$ cat config.mk
export PLATFORM = sky130hd
export DESIGN_NAME = gtpc_ctrl_flat
export DESIGN_NICKNAME = d
export VERILOG_FILES = /design/src/rtl/gtpc_pkg.sv /design/src/rtl/gtpc_if.sv /design/src/rtl/gtpc_ctrl.sv /design/src/flat_wrapper.sv
export SDC_FILE = /design/constraint.sdc
export NUM_CORES = 1
export LEC_CHECK = 0
export ABC_AREA = 1
export CORE_UTILIZATION = 55
export CTS_BUF_LIST = sky130_fd_sc_hd__clkbuf_2 sky130_fd_sc_hd__clkbuf_4 sky130_fd_sc_hd__clkbuf_8
export CTS_CLUSTER_DIAMETER = 40
export DETAILED_ROUTE_END_ITERATION = 8
export DONT_BUFFER_PORTS = 1
export PLACE_DENSITY = 0.77
export SLEW_MARGIN = 20
export SYNTH_ARGS = -nofsm -noshare
export SYNTH_HDL_FRONTEND = slang
export SYNTH_SLANG_ARGS = --single-unit
$ cat constraint.sdc
create_clock -name clk -period 6.5 [get_ports clk]
set_clock_uncertainty 0.2 [all_clocks]
set_input_delay 0.325 -clock clk [delete_from_list [all_inputs] [get_ports clk]]
set_output_delay 0.325 -clock clk [all_outputs]
set_load 0.01 [all_outputs]
$ cat src/rtl/gtpc_pkg.sv
// ----------------------------------------------------------------------------
// gtpc_pkg
// Shared types and constants of the pile counter: field widths, parameter
// defaults, sequencer states and the words passed between the modules.
// ----------------------------------------------------------------------------
package gtpc_pkg;

	localparam int MAX_PILES_DEF  = 1024;
	localparam int VALUE_BITS_DEF = 32;
	localparam int VALUE_BITS_MAX = 64;

	localparam int VALUE_W = 32;
	localparam int COUNT_W = 11;

	typedef enum logic [2:0] {
		ST_IDLE  = 3'b001,
		ST_SRCH  = 3'b010,
		ST_WRITE = 3'b100
	} state_t;

	typedef struct packed {
		logic rd_en;
		logic wr_en;
	} ram_ctl_t;

	typedef struct packed {
		logic [COUNT_W-1:0] pile_count;
		logic               overflow;
		logic               final_res;
	} res_t;

endpackage

$ cat src/rtl/gtpc_if.sv
// ----------------------------------------------------------------------------
// gtpc_if
// Valid/ready channels of the pile counter: input words and result words.
// ----------------------------------------------------------------------------
interface gtpc_in_if;
	logic                        valid;
	logic                        ready;
	logic [gtpc_pkg::VALUE_W-1:0] value;
	logic                        last;

	modport source (output valid, output value, output last, input ready);
	modport sink (input valid, input value, input last, output ready);
endinterface


$ cat src/rtl/gtpc_ctrl.sv
// ----------------------------------------------------------------------------
// gtpc_ctrl
// Search sequencer: binary search over the sorted tops, one memory read per
// cycle, then one write-back and the result word.
// ----------------------------------------------------------------------------
module gtpc_ctrl #(
	parameter int MAX_PILES  = gtpc_pkg::MAX_PILES_DEF,
	parameter int VALUE_BITS = gtpc_pkg::VALUE_BITS_DEF,
	parameter int ADDR_W     = (MAX_PILES > 1) ? $clog2(MAX_PILES) : 1,
	parameter int CNT_W      = $clog2(MAX_PILES + 1)
) (
	input  logic                    clk,
	input  logic                    arst_n,
	gtpc_in_if.sink                 din,
	input  logic                    out_free,
	output logic                    res_load,
	output gtpc_pkg::res_t          res,
	output gtpc_pkg::ram_ctl_t      ram_ctl,
	output logic [ADDR_W-1:0]       rd_addr,
	output logic [ADDR_W-1:0]       wr_addr,
	output logic [VALUE_BITS-1:0]   wr_data,
	input  logic [VALUE_BITS-1:0]   rd_data
);
	import gtpc_pkg::*;

	localparam logic [CNT_W-1:0] MaxCnt = CNT_W'(MAX_PILES);

	state_t                state_q, state_d;
	logic [VALUE_BITS-1:0] v_q;
	logic                  fin_q;
	logic [CNT_W-1:0]      lo_q, hi_q, mid_q, piles_q;
	logic                  ovf_q;

	logic                         accept;
	logic [VALUE_BITS_MAX-1:0]    v_wide;
	logic                         gt;
	logic [CNT_W-1:0]             lo_n, hi_n, mid_n, new_cnt;
	logic                         new_pile, full_drop, ovf_n;
	logic [CNT_W+COUNT_W-1:0]     cnt_ext;

	assign accept    = din.valid && din.ready;
	assign din.ready = (state_q == ST_IDLE);
	assign v_wide    = VALUE_BITS_MAX'(din.value);

	assign gt    = rd_data > v_q;
	assign lo_n  = gt ? lo_q : mid_q + CNT_W'(1);
	assign hi_n  = gt ? mid_q : hi_q;
	assign mid_n = lo_n + ((hi_n - lo_n) >> 1);

	assign new_pile  = (lo_q == piles_q) && (piles_q != MaxCnt);
	assign full_drop = (lo_q == piles_q) && (piles_q == MaxCnt);
	assign new_cnt   = new_pile ? piles_q + CNT_W'(1) : piles_q;
	assign ovf_n     = ovf_q | full_drop;
	assign cnt_ext   = {{COUNT_W{1'b0}}, new_cnt};

	assign res_load       = (state_q == ST_WRITE) && out_free;
	assign res.pile_count = cnt_ext[COUNT_W-1:0];
	assign res.overflow   = ovf_n;
	assign res.final_res  = fin_q;

	assign wr_addr = lo_q[ADDR_W-1:0];
	assign wr_data = v_q;

	always_comb begin
		state_d       = state_q;
		ram_ctl.rd_en = 1'b0;
		ram_ctl.wr_en = 1'b0;
		rd_addr       = '0;
		case (state_q)
			ST_IDLE: begin
				if (accept) begin
					ram_ctl.rd_en = (piles_q != '0);
					rd_addr       = ADDR_W'(piles_q >> 1);
					state_d       = (piles_q != '0) ? ST_SRCH : ST_WRITE;
				end
			end
			ST_SRCH: begin
				ram_ctl.rd_en = (lo_n < hi_n);
				rd_addr       = mid_n[ADDR_W-1:0];
				if (!(lo_n < hi_n)) begin
					state_d = ST_WRITE;
				end
			end
			ST_WRITE: begin
				if (out_free) begin
					ram_ctl.wr_en = !full_drop;
					state_d       = ST_IDLE;
				end
			end
			default: begin
				state_d = ST_IDLE;
			end
		endcase
	end

	always_ff @(posedge clk or negedge arst_n) begin
		if (!arst_n) begin
			state_q <= ST_IDLE;
			piles_q <= '0;
			ovf_q   <= 1'b0;
		end else begin
			state_q <= state_d;
			if (res_load) begin
				piles_q <= fin_q ? '0 : new_cnt;
				ovf_q   <= fin_q ? 1'b0 : ovf_n;
			end
		end
	end

	always_ff @(posedge clk) begin
		if (accept) begin
			v_q   <= v_wide[VALUE_BITS-1:0];
			fin_q <= din.last;
			lo_q  <= '0;
			hi_q  <= piles_q;
			mid_q <= piles_q >> 1;
		end else if (state_q == ST_SRCH) begin
			lo_q  <= lo_n;
			hi_q  <= hi_n;
			mid_q <= mid_n;
		end
	end

	a_count_bound: assert property (@(posedge clk) disable iff (!arst_n)
		piles_q <= MaxCnt)
		else $error("pile count beyond capacity");

	a_search_open: assert property (@(posedge clk) disable iff (!arst_n)
		state_q == ST_SRCH |-> (lo_q < hi_q) && (hi_q <= piles_q))
		else $error("search window empty or past the pile count");

	a_write_pos: assert property (@(posedge clk) disable iff (!arst_n)
		state_q == ST_WRITE |-> lo_q <= piles_q)
		else $error("write position beyond the pile count");

	a_one_result: assert property (@(posedge clk) disable iff (!arst_n)
		res_load |=> state_q == ST_IDLE && !res_load)
		else $error("second result for one word");

endmodule

$ cat src/flat_wrapper.sv
// flat-port wrapper written by rule: the top's interface ports become plain ports
module gtpc_ctrl_flat import gtpc_pkg::*;
#(
	parameter int MAX_PILES  = gtpc_pkg::MAX_PILES_DEF,
	parameter int VALUE_BITS = gtpc_pkg::VALUE_BITS_DEF,
	parameter int ADDR_W     = (MAX_PILES > 1) ? $clog2(MAX_PILES) : 1,
	parameter int CNT_W      = $clog2(MAX_PILES + 1)
)
  (clk, arst_n, out_free, res_load, res, ram_ctl, rd_addr, wr_addr, wr_data, rd_data, din_valid, din_value, din_last, din_ready);
  gtpc_in_if din_i ();
  input  logic clk;
  input  logic arst_n;
  input  logic out_free;
  output logic res_load;
  output gtpc_pkg::res_t res;
  output gtpc_pkg::ram_ctl_t ram_ctl;
  output logic [ADDR_W-1:0] rd_addr;
  output logic [ADDR_W-1:0] wr_addr;
  output logic [VALUE_BITS-1:0] wr_data;
  input  logic [VALUE_BITS-1:0] rd_data;
  input wire logic [$bits(din_i.valid)-1:0] din_valid;
  input wire logic [$bits(din_i.value)-1:0] din_value;
  input wire logic [$bits(din_i.last)-1:0] din_last;
  output wire logic [$bits(din_i.ready)-1:0] din_ready;
  assign din_i.valid = din_valid;
  assign din_i.value = din_value;
  assign din_i.last = din_last;
  assign din_ready = din_i.ready;
  gtpc_ctrl #(.MAX_PILES(MAX_PILES), .VALUE_BITS(VALUE_BITS), .ADDR_W(ADDR_W), .CNT_W(CNT_W)) u_core (.clk(clk), .arst_n(arst_n), .din(din_i), .out_free(out_free), .res_load(res_load), .res(res), .ram_ctl(ram_ctl), .rd_addr(rd_addr), .wr_addr(wr_addr), .wr_data(wr_data), .rd_data(rd_data));
endmodule
==> results of run 1 <==
==> cell usage in the layout (no fill, tap or decap), types with 3 or more instances in the layout <==
cell type / count
edfxtp_1: 54
nand2_4: 7
nand3b_1: 6
nor2_1: 29
nor4_1: 4
dlygate4sd3_1: 36
ha_1: 55
mux2_2: 3
a21oi_1: 28
buf_4: 4
nor2_2: 4
dfrtp_1: 14
o21ai_1: 5
xnor2_1: 5
nor3_1: 4
inv_1: 117
inv_2: 3
o21ai_0: 32
o22ai_1: 16
nand4_1: 10
nand2_2: 10
nand3_1: 45
dfxtp_1: 12
clkbuf_8: 9
nand2_1: 158
xor2_1: 30
==> routing by layer <==
layer / share of wire / up-vias / track usage
met5: 0 / - / 0
met4: 0.033 / 0 / 0.1247
met3: 0.072 / 34 / 0.06425
met2: 0.48 / 214 / 0.4782
met1: 0.42 / 2221 / 0.3273
li1: - / 2371 / -
==> critical path, delay by kind of cell (launching register included) <==
family | cells | cell delay (ns)
xor gates and xnor gates | 1 | 0.17
AOI/OAI and AO/OA | 4 | 1.18
DFF | 1 | 0.43
adders and majority gates | 3 | 0.96
buffers and inverters | 3 | 0.26
and+or+nand+nor | 22 | 2.07
==> registers in the layout, indices dropped and copies added (netlist names) <==
| signal | flops |
|---|---|
| u_core.wr_data | 32 |
| u_core.piles_q | 11 |
| u_core.ovf_q | 1 |
| u_core.state_q | 3 |
| u_core.fin_q | 1 |
| u_core.lo_q | 11 |
| u_core.hi_q | 11 |
| u_core.mid_q | 11 |
==> path summary, 6_finish.rpt <==
kind	end	slack [ns]	cells after the start
worst max-delay path	rd_addr[9]	0.51	33
worst min-delay path	u_core.piles_q[6]	0.23	1
worst max register to register	u_core.mid_q[9]	1.02	32
worst min register to register	u_core.ovf_q	0.37	2
max in group asynchronous	u_core.piles_q[7]	5.43	1
min in group clk	u_core.ovf_q	0.37	2
==> per-stage QoR <==
step / std cells / area, um2 / utilization
floorplan: 710 / 5854 / -
global placement: 822 / 5899 / 0.5714
detailed placement: 822 / 5899 / 0.5714
CTS: 874 / 6445 / 0.6243
global route: 874 / 6447 / 0.6245
finish: 874 / 6447 / 0.6245
==> area by class of cell <==
| cell class | count | area share |
|---|---|---|
| Inverter | 121 | 0.07044 |
| Sequential cell | 81 | 0.3472 |
| Timing Repair Buffer | 40 | 0.06055 |
| Multi-Input combinational cell | 480 | 0.4667 |
| Tap cell | 136 | 0.02639 |
| Clock inverter | 7 | 0.009509 |
| Clock buffer | 9 | 0.01921 |
==> cell families (layout without fill, tap and decap cells) <==
family                   Yosys count  in the layout  synth area share
AND/OR/NAND/NOR                  291            291            0.2381
buffers and inverters            149            177            0.1054
AO/OA/AOI/OAI                     94             94           0.09169
flip-flops                        81             81            0.3823
adder cells (fa/ha/maj)           57             57            0.1244
XOR/XNOR                          35             35           0.05236
multiplexers                       3              3          0.005770
==> out/metrics.yaml, run 1 <==
route:
  finalWirelength_mm: 14.73
  drc: 0
  firstDrtPassIters: 4
  drtAntennaViolNets: 0
  viasPerCell: 5.538
  drt-initial-drc-count: 308
  wire_per_inst_um: 16.85
  vias: 4840
clock_tree:
  post-cts-setup-buffers: 0
  cts_buffers: 9
  path_clk_slew_ns: 0.10
  htree_levels: 3
  cts_tree: "done"
  root_buffer: "clkbuf_8"
  postCtsHoldBufs: 36
  clkLatencyLatePin_ns: 0.37
  cts_buffer_depth: 2
  clkSinkCount: 81
  cts_resized: 0
setup_path:
  crit_slowest_cell: "o21ai_0"
  startpoint: "u_core.wr_data[7]"
  endpoint_kind: "output port"
  crit_type: "flip-flop to output port"
  crit_top_cell: "nand2_1"
  cp_max_fo: 19
  cp_data_arrival_time_ns: 5.46
  crit_required_ns: 5.97
  slowest_delay_ns: 0.67
  start_kind: "flip-flop"
  rr_startpoint: "u_core.wr_data[7]"
floorplan:
  dieWidth_um: 105.2
  dieArea_um2: 11060
  die_h_um: 105.2
  fp-row-count: 37
  io_pins: 138
  core_um2: 10320
  initial_utilization: 0.5671
logic_synthesis:
  yosysMostFrequentCell: "nand2_1"
  syn_area_um2: 5854
  synth.area.top_cells: "edfxtp_1 (28%), ha_1 (12%), nand2_1 (10%)"
  avgSynthCellArea_um2: 8.246
  async_flop_share: 0.1852
  synth-edff-count: 54
  syn_nets: 836
  netlist_instances: 710
  yosys.area.top_type: "edfxtp_1"
  synth_largest_type_area_fraction: 0.2770
  yosys.cell_types.count: 52
  ys_top_cells_by_count: "nand2_1 (159), inv_1 (117), ha_1 (55)"
  synth-seq-cells: 81
  synthFlopType: "edfxtp_1"
  ys_warn_count: 0
  seq_area_frac_synth: 0.3823
hold_path:
  holdCritPathClass: "primary input to asynchronous set/reset pin"
finish:
  multi_input_area_um2: 3009
  area_growth_syn_to_layout_pct: 10.13
  drive_gt1_frac: 0.08537
  nets: 859
  antennaDiodeCount: 0
  seq_area_um2: 2238
  fillers: 833
placement:
  port_buffers: 0
  pre_cts_slack_ns: 0.9711
  place_congestion: 0.9149
  place.detailed.hpwl_mm: 11.10
grt:
  grt_pass1_wl_mm: 23.73
  grt_usage: 0.2771
  gr-total-overflow: 0
  grt_max_degree: 54
  grt_pass1_vias: 4949
  antenna_found_initial: 0
sta:
  slew_headroom: 0.4136
  fin_crit_ns: 5.986
  hold_viol: 0
  post-route-period-util: 0.9210
  rsz0062_at_grt: "no"
  finalMaxSlewViolations: 0
  timing.fmax_mhz: 167.0
  setup_ws_ns: 0.5137
  finalSetupViolCount: 0
  tightest_slew_ns: 0.8660
  setup_tns_ns: 0
  hold_slack_ns: 0.2325
job:
  cap_viol_max_count: 0
status:
  outcome: "finished, final reports clean"
Power of run 1 is not shown: default switching activity piles up to over one toggle a cycle in this logic, so the estimate is an artifact.
==> run 2: changes to the inputs <==
--- a/config.mk
+++ b/config.mk
@@ -11,7 +11,7 @@
 export CTS_CLUSTER_DIAMETER = 40
 export DETAILED_ROUTE_END_ITERATION = 8
 export DONT_BUFFER_PORTS = 1
-export PLACE_DENSITY = 0.77
+export PLACE_DENSITY = 0.8
 export SLEW_MARGIN = 20
 export SYNTH_ARGS = -nofsm -noshare
 export SYNTH_HDL_FRONTEND = slang
==> constraint.sdc (replaced) <==
create_clock -name clk -period 5.11 [get_ports clk]
set_clock_uncertainty 0.2 [all_clocks]
set_input_delay 0.2555 -clock clk [delete_from_list [all_inputs] [get_ports clk]]
set_output_delay 0.2555 -clock clk [all_outputs]
set_load 0.01 [all_outputs]
==> out/metrics.yaml, run 2 (synthesis gave the netlist of run 1 again) <==
sta:
  fin_crit_ns: 5.151
  setup_ws_ns: -0.04056  # was 0.5137 ns
  hold_slack_ns: 0.1748  # was 0.2325 ns
  post-route-period-util: 1.008
  slew_headroom: 0.4598  # was 0.4136
  finalSetupViolCount: 1  # was 0
  hold_viol: 0  # unchanged
  setup_tns_ns: -0.04056  # was 0 ns
  finalMaxSlewViolations: 0  # unchanged
  rsz0062_at_grt: "yes"  # was no
  timing.fmax_mhz: 194.2
  tightest_slew_ns: 0.7977  # was 0.8660 ns
setup_path:
  start_kind: "flip-flop"  # unchanged
  cp_data_arrival_time_ns: 4.70  # was 5.46 ns
  endpoint: "rd_addr[9]"  # unchanged
  reg2reg_slack_ns: 0.26  # was 1.02 ns
  cp_max_fo: 7  # was 19
  r2r_end: "u_core.mid_q[10]"  # was u_core.mid_q[9]
  crit_slowest_cell: "edfxtp_1"  # was o21ai_0
  slowest_delay_ns: 0.41  # was 0.67 ns
  crit_required_ns: 4.65  # was 5.97 ns
  endpoint_kind: "output port"  # unchanged
  crit_top_cell: "nand2_1"  # unchanged
  ff2ff_path_depth: 33  # was 32
  crit_type: "flip-flop to output port"  # unchanged
  rr_startpoint: "u_core.wr_data[15]"  # was u_core.wr_data[7]
  startpoint: "u_core.wr_data[15]"  # was u_core.wr_data[7]
job:
  cap_viol_max_count: 0  # unchanged
grt:
  gr-total-overflow: 0  # unchanged
  grt_usage: 0.2866  # was 0.2771
  grt_pass1_vias: 5074  # was 4949
  antenna_found_initial: 0  # unchanged
  grt_max_degree: 53  # was 54
  grt_pass1_wl_mm: 24.58  # was 23.73 mm
floorplan:
  die_h_um: 105.2  # unchanged
  initial_utilization: 0.5671  # unchanged
  dieArea_um2: 11060  # unchanged
  fp-row-count: 37  # unchanged
  core_um2: 10320  # unchanged
  io_pins: 138  # unchanged
  dieWidth_um: 105.2  # unchanged
finish:
  finalInstanceArea_um2: 7128  # was 6447 um2
  layout_commonest_cell: "nand2_1"  # unchanged
  antennaDiodeCount: 0  # unchanged
  finish.utilization: 0.6905  # was 0.6245
  nets: 893  # was 859
  final_cell_mix: "nand2_1 (145), inv_1 (109), edfxtp_1 (54)"  # was nand2_1 (158), inv_1 (117), ha_1 (55)
  largest_reg_flops: 32  # unchanged
  drive_gt1_frac: 0.1995  # was 0.08537
  area_growth_syn_to_layout_pct: 21.76  # was 10.13%
clock_tree:
  cts_buffers: 9  # unchanged
  htree_levels: 3  # unchanged
  clkSinkCount: 81  # unchanged
  clkLatencyLatePin_ns: 0.37  # about the same
  root_buffer: "clkbuf_8"  # unchanged
  cts_tree: "done"  # unchanged
  cts_buffer_depth: 2  # unchanged
  path_clk_slew_ns: 0.08  # was 0.10 ns
route:
  firstDrtPassIters: 5  # was 4
  drt-initial-drc-count: 337  # was 308
  viasPerCell: 5.754  # was 5.538
  wire_per_inst_um: 18.84  # was 16.85 um
  vias: 5225  # was 4840
  finalWirelength_mm: 17.11  # was 14.73 mm
  drc: 0  # unchanged
  drtAntennaViolNets: 0  # unchanged
hold_path:
  holdCritPathClass: "primary input to asynchronous set/reset pin"  # unchanged
placement:
  place_area_um2: 5995  # was 5899 um2
  place.detailed.hpwl_mm: 11.02  # was 11.10 mm
  port_buffers: 0  # unchanged
  place_congestion: 0.9402  # was 0.9149
status:
  outcome: "finished, violations left"  # was finished, final reports clean
  violations: "setup timing"
-- run 2: changes by cell type in the layout (fill, tap and decap cells not counted), moves of 5 or more --
cell	previous run	this run
o21ai_0	32	22
inv_2	3	11
nand2_1	158	145
inv_1	117	109
buf_4	4	33
a21oi_2	1	6
ha_1	55	41
ha_4	0	12
o21ai_1	5	11
nand2_2	10	19
a21oi_1	28	21
-- run 2: repair_timing --
item | CTS | global route
endpoints found under the hold margin | 50 | 0
hold buffers | 36 | 0
pin swaps | 3 | 38
gates cloned | 0 | 3
setup buffers | 2 | 17
endpoints found under the setup margin | 4 | 7
resized for setup | 8 | 77
-- run 2: worst min-delay path by stage --
| stage | start | end | depth (start not counted) |
|---|---|---|---|
| 2_1_floorplan | arst_n | u_core.ovf_q | 0 |
| 3_3_place_gp | arst_n | u_core.state_q[2] | 0 |
| 3_5_place_dp | arst_n | u_core.state_q[1] | 0 |
| 4_1_cts | arst_n | u_core.piles_q[6] | 1 |
| 5_1_grt | arst_n | u_core.piles_q[1] | 1 |
| 6_report | arst_n | u_core.piles_q[5] | 1 |
-- run 2: per-stage QoR --
step	cells	setup slack (ns)
after global routing	908	-0.2440
after detailed placement	834	0.07610
after global placement	834	0.2702
after floorplan	710	0.1126
after CTS	888	0.001375
final	908	-0.04056
-- run 2: layer usage --
layer  GRT usage  vias up  part of all wire  wire (um)
met1      0.3295     2484              0.39       6696
met4      0.1197        0             0.031        535
met5           0        -                 0          0
met2      0.4986      261              0.49       8444
li1            -     2440                 -          -
met3     0.08110       40             0.084       1432
-- run 2: final cells by class --
class	count	area (um2)
Fill cell	766	3196
Sequential cell	81	2238
Clock inverter	3	16.27
Multi-Input combinational cell	482	3410
Tap cell	136	170.2
Inverter	121	454.2
Timing Repair Buffer	72	673.1
Clock buffer	13	166.4
-- run 2: critical path, delay by kind of cell (launching register included) --
kind / cells / cell delay, ns
AO/OA/AOI/OAI: 5 / 0.77
XOR/XNOR: 1 / 0.18
adder cells (fa/ha/maj): 3 / 0.93
buffers and inverters: 3 / 0.20
flip-flops: 1 / 0.41
AND/OR/NAND/NOR: 19 / 1.82
Power of run 2 is left out for the same reason.
